## config.mk

```make
export PLATFORM = sky130hd
export DESIGN_NAME = pll_mul_div_search_unit
export DESIGN_NICKNAME = d
export VERILOG_FILES = /design/src/rtl/pmds_pkg.sv /design/src/rtl/pmds_div.sv /design/src/rtl/pll_mul_div_search_unit.sv
export VERILOG_INCLUDE_DIRS = /design/src /design/src/rtl
export SDC_FILE = /design/constraint.sdc
export NUM_CORES = 1
export LEC_CHECK = 0
export BUFFER_PORTS_ARGS = -buffer_cell sky130_fd_sc_hd__clkbuf_2
export CAP_MARGIN = 20
export CORE_MARGIN = 1.5
export CORE_UTILIZATION = 45
export CTS_CLUSTER_DIAMETER = 150
export DETAILED_ROUTE_END_ITERATION = 12
export HOLD_SLACK_MARGIN = 0.08
export PLACE_DENSITY_LB_ADDON = 0.08
export RECOVER_POWER = 50
export SYNTH_ARGS = -nofsm -noshare
export SYNTH_HDL_FRONTEND = slang
export SYNTH_SLANG_ARGS = --single-unit
```

## constraint.sdc

```tcl
create_clock -name clk_i -period 9.8 [get_ports clk_i]
set_input_delay 0.49 -clock clk_i [delete_from_list [all_inputs] [get_ports clk_i]]
set_output_delay 0.49 -clock clk_i [all_outputs]
set_load 0.005 [all_outputs]
```

## src/rtl/assert_macros.svh

```systemverilog
// Assertion macros shared by the PLL search RTL.
// No dependencies; included by the files that carry assertions.
`ifndef ASSERT_MACROS_SVH
`define ASSERT_MACROS_SVH

// Property under a clock, disabled while reset is asserted.
`define PMDS_ASSERT(lbl, clk, rst_n, prop) \
  lbl: assert property (@(posedge clk) disable iff (!rst_n) (prop)) \
    else $error("pmds assertion failed");

// Same-cycle implication under a clock.
`define PMDS_ASSERT_IMP(lbl, clk, rst_n, ante, cons) \
  lbl: assert property (@(posedge clk) disable iff (!rst_n) (ante) |-> (cons)) \
    else $error("pmds implication failed");

`endif

```

## src/rtl/pmds_pkg.sv

```systemverilog
// Package for the PLL multiplier/divider search: constants, state enum, divider structs.
// No dependencies; imported by pmds_div, pll_mul_div_search_unit, the checker and the testbench.
`default_nettype none

package pmds_pkg;

  localparam int unsigned DivW      = 32;
  localparam int unsigned CntW      = $clog2(DivW);
  localparam int unsigned MainW     = 26;
  localparam int unsigned RateW     = 28;
  localparam int unsigned CodeW     = 6;
  localparam int unsigned DvdW      = 8;
  localparam int unsigned WordW     = 30;

  localparam logic [MainW-1:0] MainRateReset = MainW'(12000000);
  localparam logic [CodeW-1:0] MulFirst      = CodeW'(7);
  localparam logic [CodeW-1:0] MulLast       = CodeW'(62);
  localparam logic [DivW-1:0]  DivMax        = DivW'(255);
  localparam logic [DivW-1:0]  RateMin       = DivW'(80000000);
  localparam logic [DivW-1:0]  RateMax       = DivW'(240000000);
  localparam logic [7:0]       StartupCount  = 8'd5;

  typedef enum logic [2:0] {
    ST_IDLE,
    ST_Q1,
    ST_W1,
    ST_Q2,
    ST_W2,
    ST_NEXT,
    ST_DONE
  } state_e;

  typedef struct packed {
    logic            start;
    logic [DivW-1:0] dividend;
    logic [DivW-1:0] divisor;
  } div_req_t;

  typedef struct packed {
    logic            done;
    logic [DivW-1:0] quot;
  } div_rsp_t;

endpackage

`default_nettype wire

```

## src/rtl/pmds_div.sv

```systemverilog
// Shared restoring divider, one quotient bit per cycle.
// Depends on pmds_pkg and assert_macros.svh.
`default_nettype none
`include "assert_macros.svh"

module pmds_div import pmds_pkg::*; (
  input  wire logic     clk_i,
  input  wire logic     rst_ni,
  input  wire div_req_t req_i,
  output div_rsp_t      rsp_o
);

  logic            busy_q, busy_d;
  logic            done_q, done_d;
  logic [CntW-1:0] cnt_q, cnt_d;
  logic [DivW-1:0] rem_q, rem_d;
  logic [DivW-1:0] quot_q, quot_d;
  logic [DivW-1:0] dvs_q, dvs_d;
  logic [DivW:0]   rem_sh;
  logic [DivW:0]   diff;
  logic            ge;

  always_comb begin
    rem_sh = {rem_q, quot_q[DivW-1]};
    diff   = rem_sh - {1'b0, dvs_q};
    ge     = rem_sh >= {1'b0, dvs_q};
    busy_d = busy_q;
    done_d = 1'b0;
    cnt_d  = cnt_q;
    rem_d  = rem_q;
    quot_d = quot_q;
    dvs_d  = dvs_q;
    if (req_i.start) begin
      busy_d = 1'b1;
      cnt_d  = '0;
      rem_d  = '0;
      quot_d = req_i.dividend;
      dvs_d  = req_i.divisor;
    end else if (busy_q) begin
      rem_d  = ge ? diff[DivW-1:0] : rem_sh[DivW-1:0];
      quot_d = {quot_q[DivW-2:0], ge};
      cnt_d  = cnt_q + 1'b1;
      if (cnt_q == CntW'(DivW - 1)) begin
        busy_d = 1'b0;
        done_d = 1'b1;
      end
    end
  end

  always_ff @(posedge clk_i or negedge rst_ni) begin
    if (!rst_ni) begin
      busy_q <= 1'b0;
      done_q <= 1'b0;
      cnt_q  <= '0;
    end else begin
      busy_q <= busy_d;
      done_q <= done_d;
      cnt_q  <= cnt_d;
    end
  end

  always_ff @(posedge clk_i) begin
    rem_q  <= rem_d;
    quot_q <= quot_d;
    dvs_q  <= dvs_d;
  end

  assign rsp_o.done = done_q;
  assign rsp_o.quot = quot_q;

  `PMDS_ASSERT_IMP(a_start_idle, clk_i, rst_ni, req_i.start, !busy_q)
  `PMDS_ASSERT_IMP(a_done_after_busy, clk_i, rst_ni, done_q, !busy_q && $past(busy_q))
  `PMDS_ASSERT(a_busy_ends, clk_i, rst_ni, $fell(busy_q) |-> done_q)

endmodule

`default_nettype wire

```

## src/rtl/pll_mul_div_search_unit.sv

```systemverilog
// Sequence: a target outside 80 to 240 MHz goes straight to loading the result; otherwise
// up to 56 multiplier codes are tried, each with up to two divisions on the one shared
// restoring divider plus a step state, and the result is loaded once the output is free.
// Throughput: one item at a time; a new item is taken while a result waits.
// Reset: main clock rate returns to 12 MHz, sequencer idle, no result held.
`default_nettype none
`include "assert_macros.svh"

module pll_mul_div_search_unit import pmds_pkg::*; (
  input  wire logic             clk_i,
  input  wire logic             rst_ni,
  input  wire logic             cfg_we_i,
  input  wire logic [MainW-1:0] cfg_wdata_i,
  input  wire logic             s_axis_tvalid,
  output logic                  s_axis_tready,
  input  wire logic [31:0]      s_axis_tdata,  // [31:0] target_rate
  input  wire logic             s_axis_tuser,  // [0] pll_a_select
  output logic                  m_axis_tvalid,
  input  wire logic             m_axis_tready,
  output logic [71:0]           m_axis_tdata,  // [27:0] achieved_rate, [33:28] multiplier,
                                               // [41:34] divider, [71:42] settings_word
  output logic                  m_axis_tuser   // [0] found
);

  state_e           state_q, state_d;
  logic [MainW-1:0] mcr_q;
  logic [DivW-1:0]  target_q, target_d;
  logic             sel_q, sel_d;
  logic [CodeW-1:0] code_q, code_d;
  logic [DivW-1:0]  prod_q, prod_d;
  logic [DvdW-1:0]  div_q, div_d;
  logic [RateW-1:0] keep_rate_q, keep_rate_d;
  logic [CodeW-1:0] keep_code_q, keep_code_d;
  logic [DvdW-1:0]  keep_dvd_q, keep_dvd_d;
  logic             mval_q, mval_d;
  logic [71:0]      mdata_q, mdata_d;
  logic             mfound_q, mfound_d;
  logic             found;
  logic [WordW-1:0] word;
  logic             in_band;
  div_req_t         dreq;
  div_rsp_t         drsp;

  pmds_div u_div (
    .clk_i  (clk_i),
    .rst_ni (rst_ni),
    .req_i  (dreq),
    .rsp_o  (drsp)
  );

  assign in_band = (s_axis_tdata >= RateMin) && (s_axis_tdata <= RateMax);
  assign found   = keep_rate_q != '0;
  assign word    = {sel_q, 7'd0, keep_code_q, StartupCount, keep_dvd_q};

  always_comb begin
    state_d       = state_q;
    target_d      = target_q;
    sel_d         = sel_q;
    code_d        = code_q;
    prod_d        = prod_q;
    div_d         = div_q;
    keep_rate_d   = keep_rate_q;
    keep_code_d   = keep_code_q;
    keep_dvd_d    = keep_dvd_q;
    mval_d        = mval_q && !m_axis_tready;
    mdata_d       = mdata_q;
    mfound_d      = mfound_q;
    s_axis_tready = 1'b0;
    dreq.start    = 1'b0;
    dreq.dividend = (state_q == ST_Q1) ? prod_q - 1'b1 : prod_q;
    dreq.divisor  = (state_q == ST_Q1) ? target_q : {{(DivW-DvdW){1'b0}}, div_q};
    unique case (state_q)
      ST_IDLE: begin
        s_axis_tready = 1'b1;
        if (s_axis_tvalid) begin
          target_d    = s_axis_tdata;
          sel_d       = s_axis_tuser;
          code_d      = MulFirst;
          prod_d      = {{(DivW-MainW-3){1'b0}}, mcr_q, 3'b000};
          keep_rate_d = '0;
          keep_code_d = '0;
          keep_dvd_d  = '0;
          state_d     = in_band ? ST_Q1 : ST_DONE;
        end
      end
      ST_Q1: begin
        dreq.start = 1'b1;
        state_d    = ST_W1;
      end
      ST_W1: begin
        if (drsp.done) begin
          if (drsp.quot >= DivMax) begin
            state_d = ST_NEXT;
          end else begin
            div_d   = drsp.quot[DvdW-1:0] + 1'b1;
            state_d = ST_Q2;
          end
        end
      end
      ST_Q2: begin
        dreq.start = 1'b1;
        state_d    = ST_W2;
      end
      ST_W2: begin
        if (drsp.done) begin
          if (drsp.quot == target_q) begin
            keep_rate_d = drsp.quot[RateW-1:0];
            keep_code_d = code_q;
            keep_dvd_d  = div_q;
            state_d     = ST_DONE;
          end else begin
            if (drsp.quot < target_q && drsp.quot >= RateMin
                && drsp.quot[RateW-1:0] > keep_rate_q) begin
              keep_rate_d = drsp.quot[RateW-1:0];
              keep_code_d = code_q;
              keep_dvd_d  = div_q;
            end
            state_d = ST_NEXT;
          end
        end
      end
      ST_NEXT: begin
        if (code_q == MulLast) begin
          state_d = ST_DONE;
        end else begin
          code_d  = code_q + 1'b1;
          prod_d  = prod_q + {{(DivW-MainW){1'b0}}, mcr_q};
          state_d = ST_Q1;
        end
      end
      ST_DONE: begin
        if (!mval_q || m_axis_tready) begin
          mval_d   = 1'b1;
          mfound_d = found;
          mdata_d  = found ? {word, keep_dvd_q, keep_code_q, keep_rate_q} : '0;
          state_d  = ST_IDLE;
        end
      end
      default: state_d = ST_IDLE;
    endcase
  end

  always_ff @(posedge clk_i or negedge rst_ni) begin
    if (!rst_ni) begin
      state_q <= ST_IDLE;
      mcr_q   <= MainRateReset;
      mval_q  <= 1'b0;
    end else begin
      state_q <= state_d;
      mval_q  <= mval_d;
      if (cfg_we_i) begin
        mcr_q <= cfg_wdata_i;
      end
    end
  end

  always_ff @(posedge clk_i) begin
    target_q    <= target_d;
    sel_q       <= sel_d;
    code_q      <= code_d;
    prod_q      <= prod_d;
    div_q       <= div_d;
    keep_rate_q <= keep_rate_d;
    keep_code_q <= keep_code_d;
    keep_dvd_q  <= keep_dvd_d;
    mdata_q     <= mdata_d;
    mfound_q    <= mfound_d;
  end

  assign m_axis_tvalid = mval_q;
  assign m_axis_tdata  = mdata_q;
  assign m_axis_tuser  = mfound_q;

  `PMDS_ASSERT_IMP(a_found_in_band, clk_i, rst_ni, m_axis_tvalid && m_axis_tuser,
                   m_axis_tdata[27:0] >= RateMin[27:0] && m_axis_tdata[27:0] <= RateMax[27:0])
  `PMDS_ASSERT_IMP(a_none_zero, clk_i, rst_ni, m_axis_tvalid && !m_axis_tuser,
                   m_axis_tdata == '0)
  `PMDS_ASSERT_IMP(a_start_in_search, clk_i, rst_ni, dreq.start,
                   state_q == ST_Q1 || state_q == ST_Q2)
  `PMDS_ASSERT_IMP(a_best_below_target, clk_i, rst_ni, state_q == ST_NEXT,
                   DivW'(keep_rate_q) <= target_q)

endmodule

`default_nettype wire

```

# [Yosys cells after proc, flatten, opt, wreduce, memory -nomap -nowiden]
# Index checks and enable logic that the tools add are counted.
# W data, S select, Z words.
[totals] regBits=327 output_inout_bits=75 wordCells=117
[classes] add_sub_neg=6 order_cmp=7 n_eq_ne=15 muxes=48 bitwise_logic=1 n_reduce_logical=19
[op_table] operator="$mux W32" count=6
[op_table] operator="$mux W28" count=4
[op_table] operator="$ge A32 B27 Y1 const B" count=2
[op_table] operator="$pmux W32 S2" count=1
[op_table] operator="$pmux W28 S2" count=1
[op_table] operator="$mux W53" count=1
[op_table] operator="$mux W8" count=5
[op_table] operator="$mux W6" count=6
[op_table] operator="$ge A33 B32 Y1" count=1
[op_table] operator="$add A32 B26 Y32" count=1
[op_table] operator="$eq A32 B32 Y1" count=1
[op_table] operator="$ge A32 B8 Y1 const B" count=1
[op_table] operator="$le A32 B28 Y1 const B" count=1
[op_table] operator="$lt A32 B32 Y1" count=1
[op_table] operator="$sub A32 B1 Y32 const B" count=1
[op_table] operator="$sub A32 B32 Y32" count=1
[op_table] operator="$gt A28 B28 Y1" count=1
[op_table] operator="$reduce_bool A28 Y1" count=1
[op_table] operator="$pmux W6 S2" count=2
[op_table] operator="$mux W3" count=7
[op_table] operator="$pmux W3 S7" count=1
[op_table] operator="$pmux W8 S2" count=1
[op_table] operator="$mux W1" count=10
[op_table] operator="$mux W5" count=2
[op_table] operator="22 further kinds" count=37

# [Longest topological paths before layout]
[logic_depth] ltp_word=7 depth_mapped=14 depth_no_buf=12

# [Modules after synthesis]
# From an unflattened synthesis, not the netlist that was laid out.
[hier_totals] cells_unflattened=1677 area_unflattened_um2=17391.7
[by_module_without_submodules] mod="pll_mul_div_search_unit" n_inst=1 cells_per_inst=1112 area_each_um2=11624.9 seq_area_each_um2=5718.0
[by_module_without_submodules] mod="pmds_div" n_inst=1 cells_per_inst=565 area_each_um2=5766.8 seq_area_each_um2=2737.6

# [Worst setup path before layout]
# No wires, ideal clock.
[synth_path] path_kind="register -> register" from="reg u_div.quot_q[26]" to="reg keep_code_q[0] (enable)" setup_ps=402 t_arrival_ps=2884 t_required_ps=9398 setup_slack_ps=6513 stages_incl_launch_ff=8 n_path_buf=0 path_cell_list="edfxtp_1 -> ha_1 -> nand4_1 -> nor4_1 -> o21ai_0 -> a311o_1 -> a211oi_1 -> o22a_1"
[synth_between] elab_chain_cells=5 elab_cells_between_ends=8 classes_between="3 x order compare; 2 x eq/ne; 3 x reduce/logical"
[synth_rtl] element="start: declaration" line="pmds_div.sv:17" text="logic [DivW-1:0] quot_q, quot_d;"
[synth_rtl] element="start signal: assignment" line="pmds_div.sv:64" text="quot_q <= quot_d;"
[synth_rtl] element="$lt A32 B32 Y1 / $ge A32 B27 Y1 (equally long branches)" line="pll_mul_div_search_unit.sv:112" text="if (drsp.quot < target_q && drsp.quot >= RateMin"
[synth_rtl] element="$logic_and A1 B1 Y1" line="pll_mul_div_search_unit.sv:112"
[synth_rtl] element="$logic_and A1 B1 Y1" line="pll_mul_div_search_unit.sv:113" text="&& drsp.quot[RateW-1:0] > keep_rate_q) begin"
[synth_rtl] element="$ne A3 B3 Y1 (no source line) (*)"
[synth_rtl] element="$reduce_and A4 Y1 (no source line) (*)"
[synth_rtl] element="end signal: assignment" line="pll_mul_div_search_unit.sv:164" text="keep_code_q <= keep_code_d;"
[synth_rtl] element="end: declaration" line="pll_mul_div_search_unit.sv:33" text="logic [CodeW-1:0] keep_code_q, keep_code_d;"
# Mark *: on every way between the ends. The rest lies on a longest branch, timed or not.
# A chain may end at the register's enable or synchronous reset.

# [Worst setup path in the final report]
[layout_path] from="reg state_q[2]" to="reg u_div.quot_q[9] (enable)"
[layout_between] elab_chain_cells=4 elab_cells_between_ends=5 classes_between="2 x eq/ne; 1 x mux; 2 x reduce/logical"
[layout_rtl] element="start: declaration" line="pll_mul_div_search_unit.sv:25" text="state_e state_q, state_d;"
[layout_rtl] element="start signal: assignment" line="pll_mul_div_search_unit.sv:149" text="state_q <= state_d;"
[layout_rtl] element="$eq A3 B1 Y1 / $eq A3 B2 Y1 (equally long branches)" line="pll_mul_div_search_unit.sv:72" text="unique case (state_q)"
[layout_rtl] element="$reduce_or A2 Y1 (no source line) (*)"
[layout_rtl] element="$mux W1 (*)" line="pll_mul_div_search_unit.sv:72"
[layout_rtl] element="$reduce_bool A2 Y1 (no source line) (*)"
# Marks and branches as above.

==> results.md <==
Placed design:
- The worst slack after detailed placement is 6.19 ns.
- The total of buffers placed on input and output ports is 125.
- After legalization and detailed placement, the total HPWL measured 32.9 mm.
- The final RePlAce weighted congestion is 0.919.

CTS:
- The register clock-pin slew on the reported worst setup and hold paths is 0.06 ns.
- Buffers added to address setup during post-CTS repair amount to 0.
- The clock net sink count is 298.
- The number of levels in the clock H-tree is 2.
- CTS placed an instance of clkbuf_16 at the clock tree root.
- TritonCTS built the clock tree.
- In this run the deepest clock path goes through 3 buffers.
- The TritonCTS buffer count is 35.
- Clock latency on the worst-skew pair, taken at its later pin, is 0.54 ns.

Worst setup path:
- The critical path data required time is 9.97 ns.
- STA classifies the critical path startpoint as a flip-flop.
- The critical path data arrival time is 4.72 ns.
- The kind of end point of the critical path is a flip-flop.
- The worst setup path is of the flip-flop to flip-flop kind.
- The number of cells on the worst reg-to-reg path is 7.
- Along the worst path, the maximum fanout reaches 44.

Synth:
- The average size of a mapped cell is 10.1 um2.
- The Yosys step of the flow raised 0 warnings.
- The number of flops mapped to enable cells by yosys is 229.
- The cell with the most instances after synthesis is edfxtp_1.
- After synthesis, flip-flops and latches occupy 49.0% of the total area.
- The number of cells produced by synthesis is 1700.
- In this run the biggest area consumer among cell types represents 39.9% of the synthesized area.
- After synthesis the cells add up to 17200 um2.
- edfxtp_1 takes more of the synthesized area than any other cell.
- Among all flip-flop cells after synthesis, the most frequent one is edfxtp_1.
- The number of distinct library cells after synthesis is 79.
- The fraction of synthesis flops using an asynchronous set or reset pin is 12.4%.
- The commonest cells after synthesis are 229 x edfxtp_1, 162 x nand2_1, 126 x inv_1.
- After synthesis the netlist holds a flip-flop and latch count of 298.
- After synthesis, the cell types taking the most area are edfxtp_1 40%, ha_1 9.1%, dfrtp_1 3.9%.

Die:
- The row count is 71.
- The die outline width is 199 um.
- The initial utilization of the core area, before any placement, comes to 45.8%.
- In this run the vertical extent of the chip is 199 um.
- Pin placement for this block handled 139 I/O pins.
- The die covers 39500 um2.
- The placeable core region is 37700 um2.

Finish:
- The number of nets in the finished design is 1968.
- The final core area utilization is 50.7%.
- The sequential cells in the finished layout cover a total of 8460 um2.
- The antenna cell count is 0.
- The multi-input combinational cells in the finished layout cover a total of 7790 um2.
- The share of layout cells above drive strength 1 is 9.88%.
- The area growth from synthesis to final layout is 10.8%.
- The layout has 3544 filler cells.

Flow run:
- The tool flagged a number of max-cap violations equal to 5.

Outcome:
- The checks that failed: max-capacitance violations, max-slew violations.
- The flow ran to the end, but the final reports show violations.

Power and ir drop:
- The total leakage power is 7.83 nW.
- Across the VDD grid, the largest voltage drop is 0.141 mV.
- Total power for the finished layout comes to 0.00621 W.
- Dividing total power by cell area gives a power density of 325 nW/um2.

Detailed routing:
- In the final routed layout, each cell accounts on average for 19.2 um.
- The detail-routed via count per cell is 5.38.
- The first detailed-routing pass ran for 5 iterations.
- In this run, the number of DRC markers left after iteration 0 of detailed routing was 751.
- In this run the remaining antenna-violating nets after routing total 0.
- The via count is 12446.
- The final wirelength is 44.4 mm.
- The DRC violation count after routing is 0.

STA:
- After layout, the worst path uses 46.4% of the clock period.
- The worst pin sits at a relative slew slack of -68.1%.
- The max-slew violation count is 220.
- The smallest setup slack after layout is 5.26 ns.
- Setup violations remaining at the end of the flow were counted as 0.
- The fmax is 220 MHz.
- The worst clock skew is 0.0214 ns.
- Setup repair after global routing left no endpoint under its margin.
- Subtracting the final worst setup slack from the clock period gives 4.54 ns.
- Setup total negative slack on the finished layout was measured at 0 ns.
- The total count of hold-check failures in the final report is 0.
- The slew at the pin with the worst max-slew slack is 2.52 ns.

GRT:
- The largest net degree at the start of global routing is 89.
- Summed over all layers, the global routing overflow is 0.
- The number of global-route vias before repair is 11846.
- The first global-routing pass estimated 68.4 mm of wire.
- The number of antenna violations at the first check in global routing is 1.
- The global-route usage over all layers is 22.9%.

Min path:
- In this run the worst hold path is classified as input port to flip-flop.
- Counting instances, the worst hold path has a depth of 1.
==> layout make-up <==
| class | instances | area share (%) |
|---|---|---|
| clock buffers | 50 | 5.21 |
| clock inverters | 11 | 0.550 |
| inverters | 127 | 2.49 |
| multi-input cells | 1175 | 40.8 |
| flip-flops and latches | 298 | 44.2 |
| well taps | 511 | 3.35 |
| repair buffers | 140 | 3.37 |
==> critical path, stage by stage (launching register included) <==
cell and delay, ns:
dfrtp_1 0.50, inv_1 0.26, nand2_1 0.12, inv_1 0.07, clkbuf_1 1.75, nor2_1 0.83
inv_1 0.19, buf_4 0.43
==> flip-flops by register name (all words and copies together) (netlist names), 8 cells and up <==
| name | cells |
|---|---|
| div_q | 8 |
| keep_dvd_q | 8 |
| keep_rate_q | 28 |
| m_axis_tdata | 44 |
| mcr_q | 26 |
| prod_q | 32 |
| target_q | 32 |
| u_div.dvs_q | 32 |
| u_div.quot_q | 32 |
| u_div.rem_q | 32 |
==> metal layers <==
| metal | routed length [um] | vias to the layer above | GRT usage [%] |
|---|---|---|---|
| met1 | 21100 | 5891 | 32.8 |
| li1 | - | 6164 | - |
| met3 | 2430 | 52 | 4.12 |
| met5 | 12 | - | 0 |
| met4 | 867 | 2 | 5.53 |
| met2 | 20000 | 337 | 36.0 |
==> through the flow <==
stage                     cells  instance area [um2]  hold WS [ns]
after global placement     2249                18100         0.454
after detailed placement   2249                18100         0.462
after global routing       2312                19100         0.106
after floorplan            1712                17300         0.194
after CTS                  2310                19200         0.103
final                      2312                19100         0.133
==> placed cells by master (no fill, tap or decap), drive strengths merged, types with 4 or more instances in the layout <==
cell type    n
clkinv      10
o31ai        8
conb        13
o21a        13
mux2        25
o21bai       5
edfxtp     229
ha         125
or2          5
nand4       25
a21oi      102
buf         10
xor2        40
o221ai       6
inv        126
or3          8
dfrtp       27
dfxtp       32
a21boi       4
nand3       34
nor2b       28
and4         4
nand2      163
nor3        27
nor4        23
a211oi      16
o211ai       5
nand2b      20
dfstp       10
xnor2       53
mux2i       14
a31oi       11
clkbuf     179
o21ai      144
nor2       118
and3         9
and2        45
a21o        36
==> worst paths after layout <==
check / from / to / slack [ns]
min: s_axis_tuser / sel_q$_DFFE_PP_ / 0.13
max in group asynchronous: rst_ni / state_q[0]$_DFFE_PN0P_ / 7.28
max: state_q[2]$_DFFE_PN0P_ / u_div.quot_q[9]$_DFFE_PP_ / 5.26
max reg2reg: state_q[2]$_DFFE_PN0P_ / u_div.quot_q[9]$_DFFE_PP_ / 5.26
min in group asynchronous: rst_ni / u_div.cnt_q[3]$_DFFE_PN0P_ / 0.40
min reg2reg: u_div.rem_q[2]$_SDFFE_PN0P_ / u_div.rem_q[2]$_SDFFE_PN0P_ / 0.47
==> timing repair <==
| item | CTS | global route |
|---|---|---|
| endpoints found under the setup margin | 0 | 0 |
| hold buffers | 0 | 1 |
| gates resized for setup | 0 | 0 |
| hold endpoints to repair | 0 | 5 |
==> cell families after synthesis <==
| kind of cell | Yosys count | synth area share [%] |
|---|---|---|
| AOI/OAI and AO/OA | 387 | 13.8 |
| xor gates and xnor gates | 93 | 4.72 |
| adders and majority gates | 127 | 9.30 |
| buffers and inverters | 239 | 6.07 |
| DFF | 298 | 49.0 |
| muxes | 39 | 2.45 |
| other | 1 | 0.0218 |
| and+or+nand+nor | 516 | 14.6 |
==> where the power goes <==
part	internal, W	total, W	switching (W)	leakage, nW
Clock	0.000758	0.00127	0.000514	0.540
Combinational	0.00106	0.00263	0.00157	4.41
Sequential	0.00192	0.00230	0.000382	2.89
Total	0.00375	0.00621	0.00246	7.83
No activity file was read; power rests on OpenSTA's default activity.
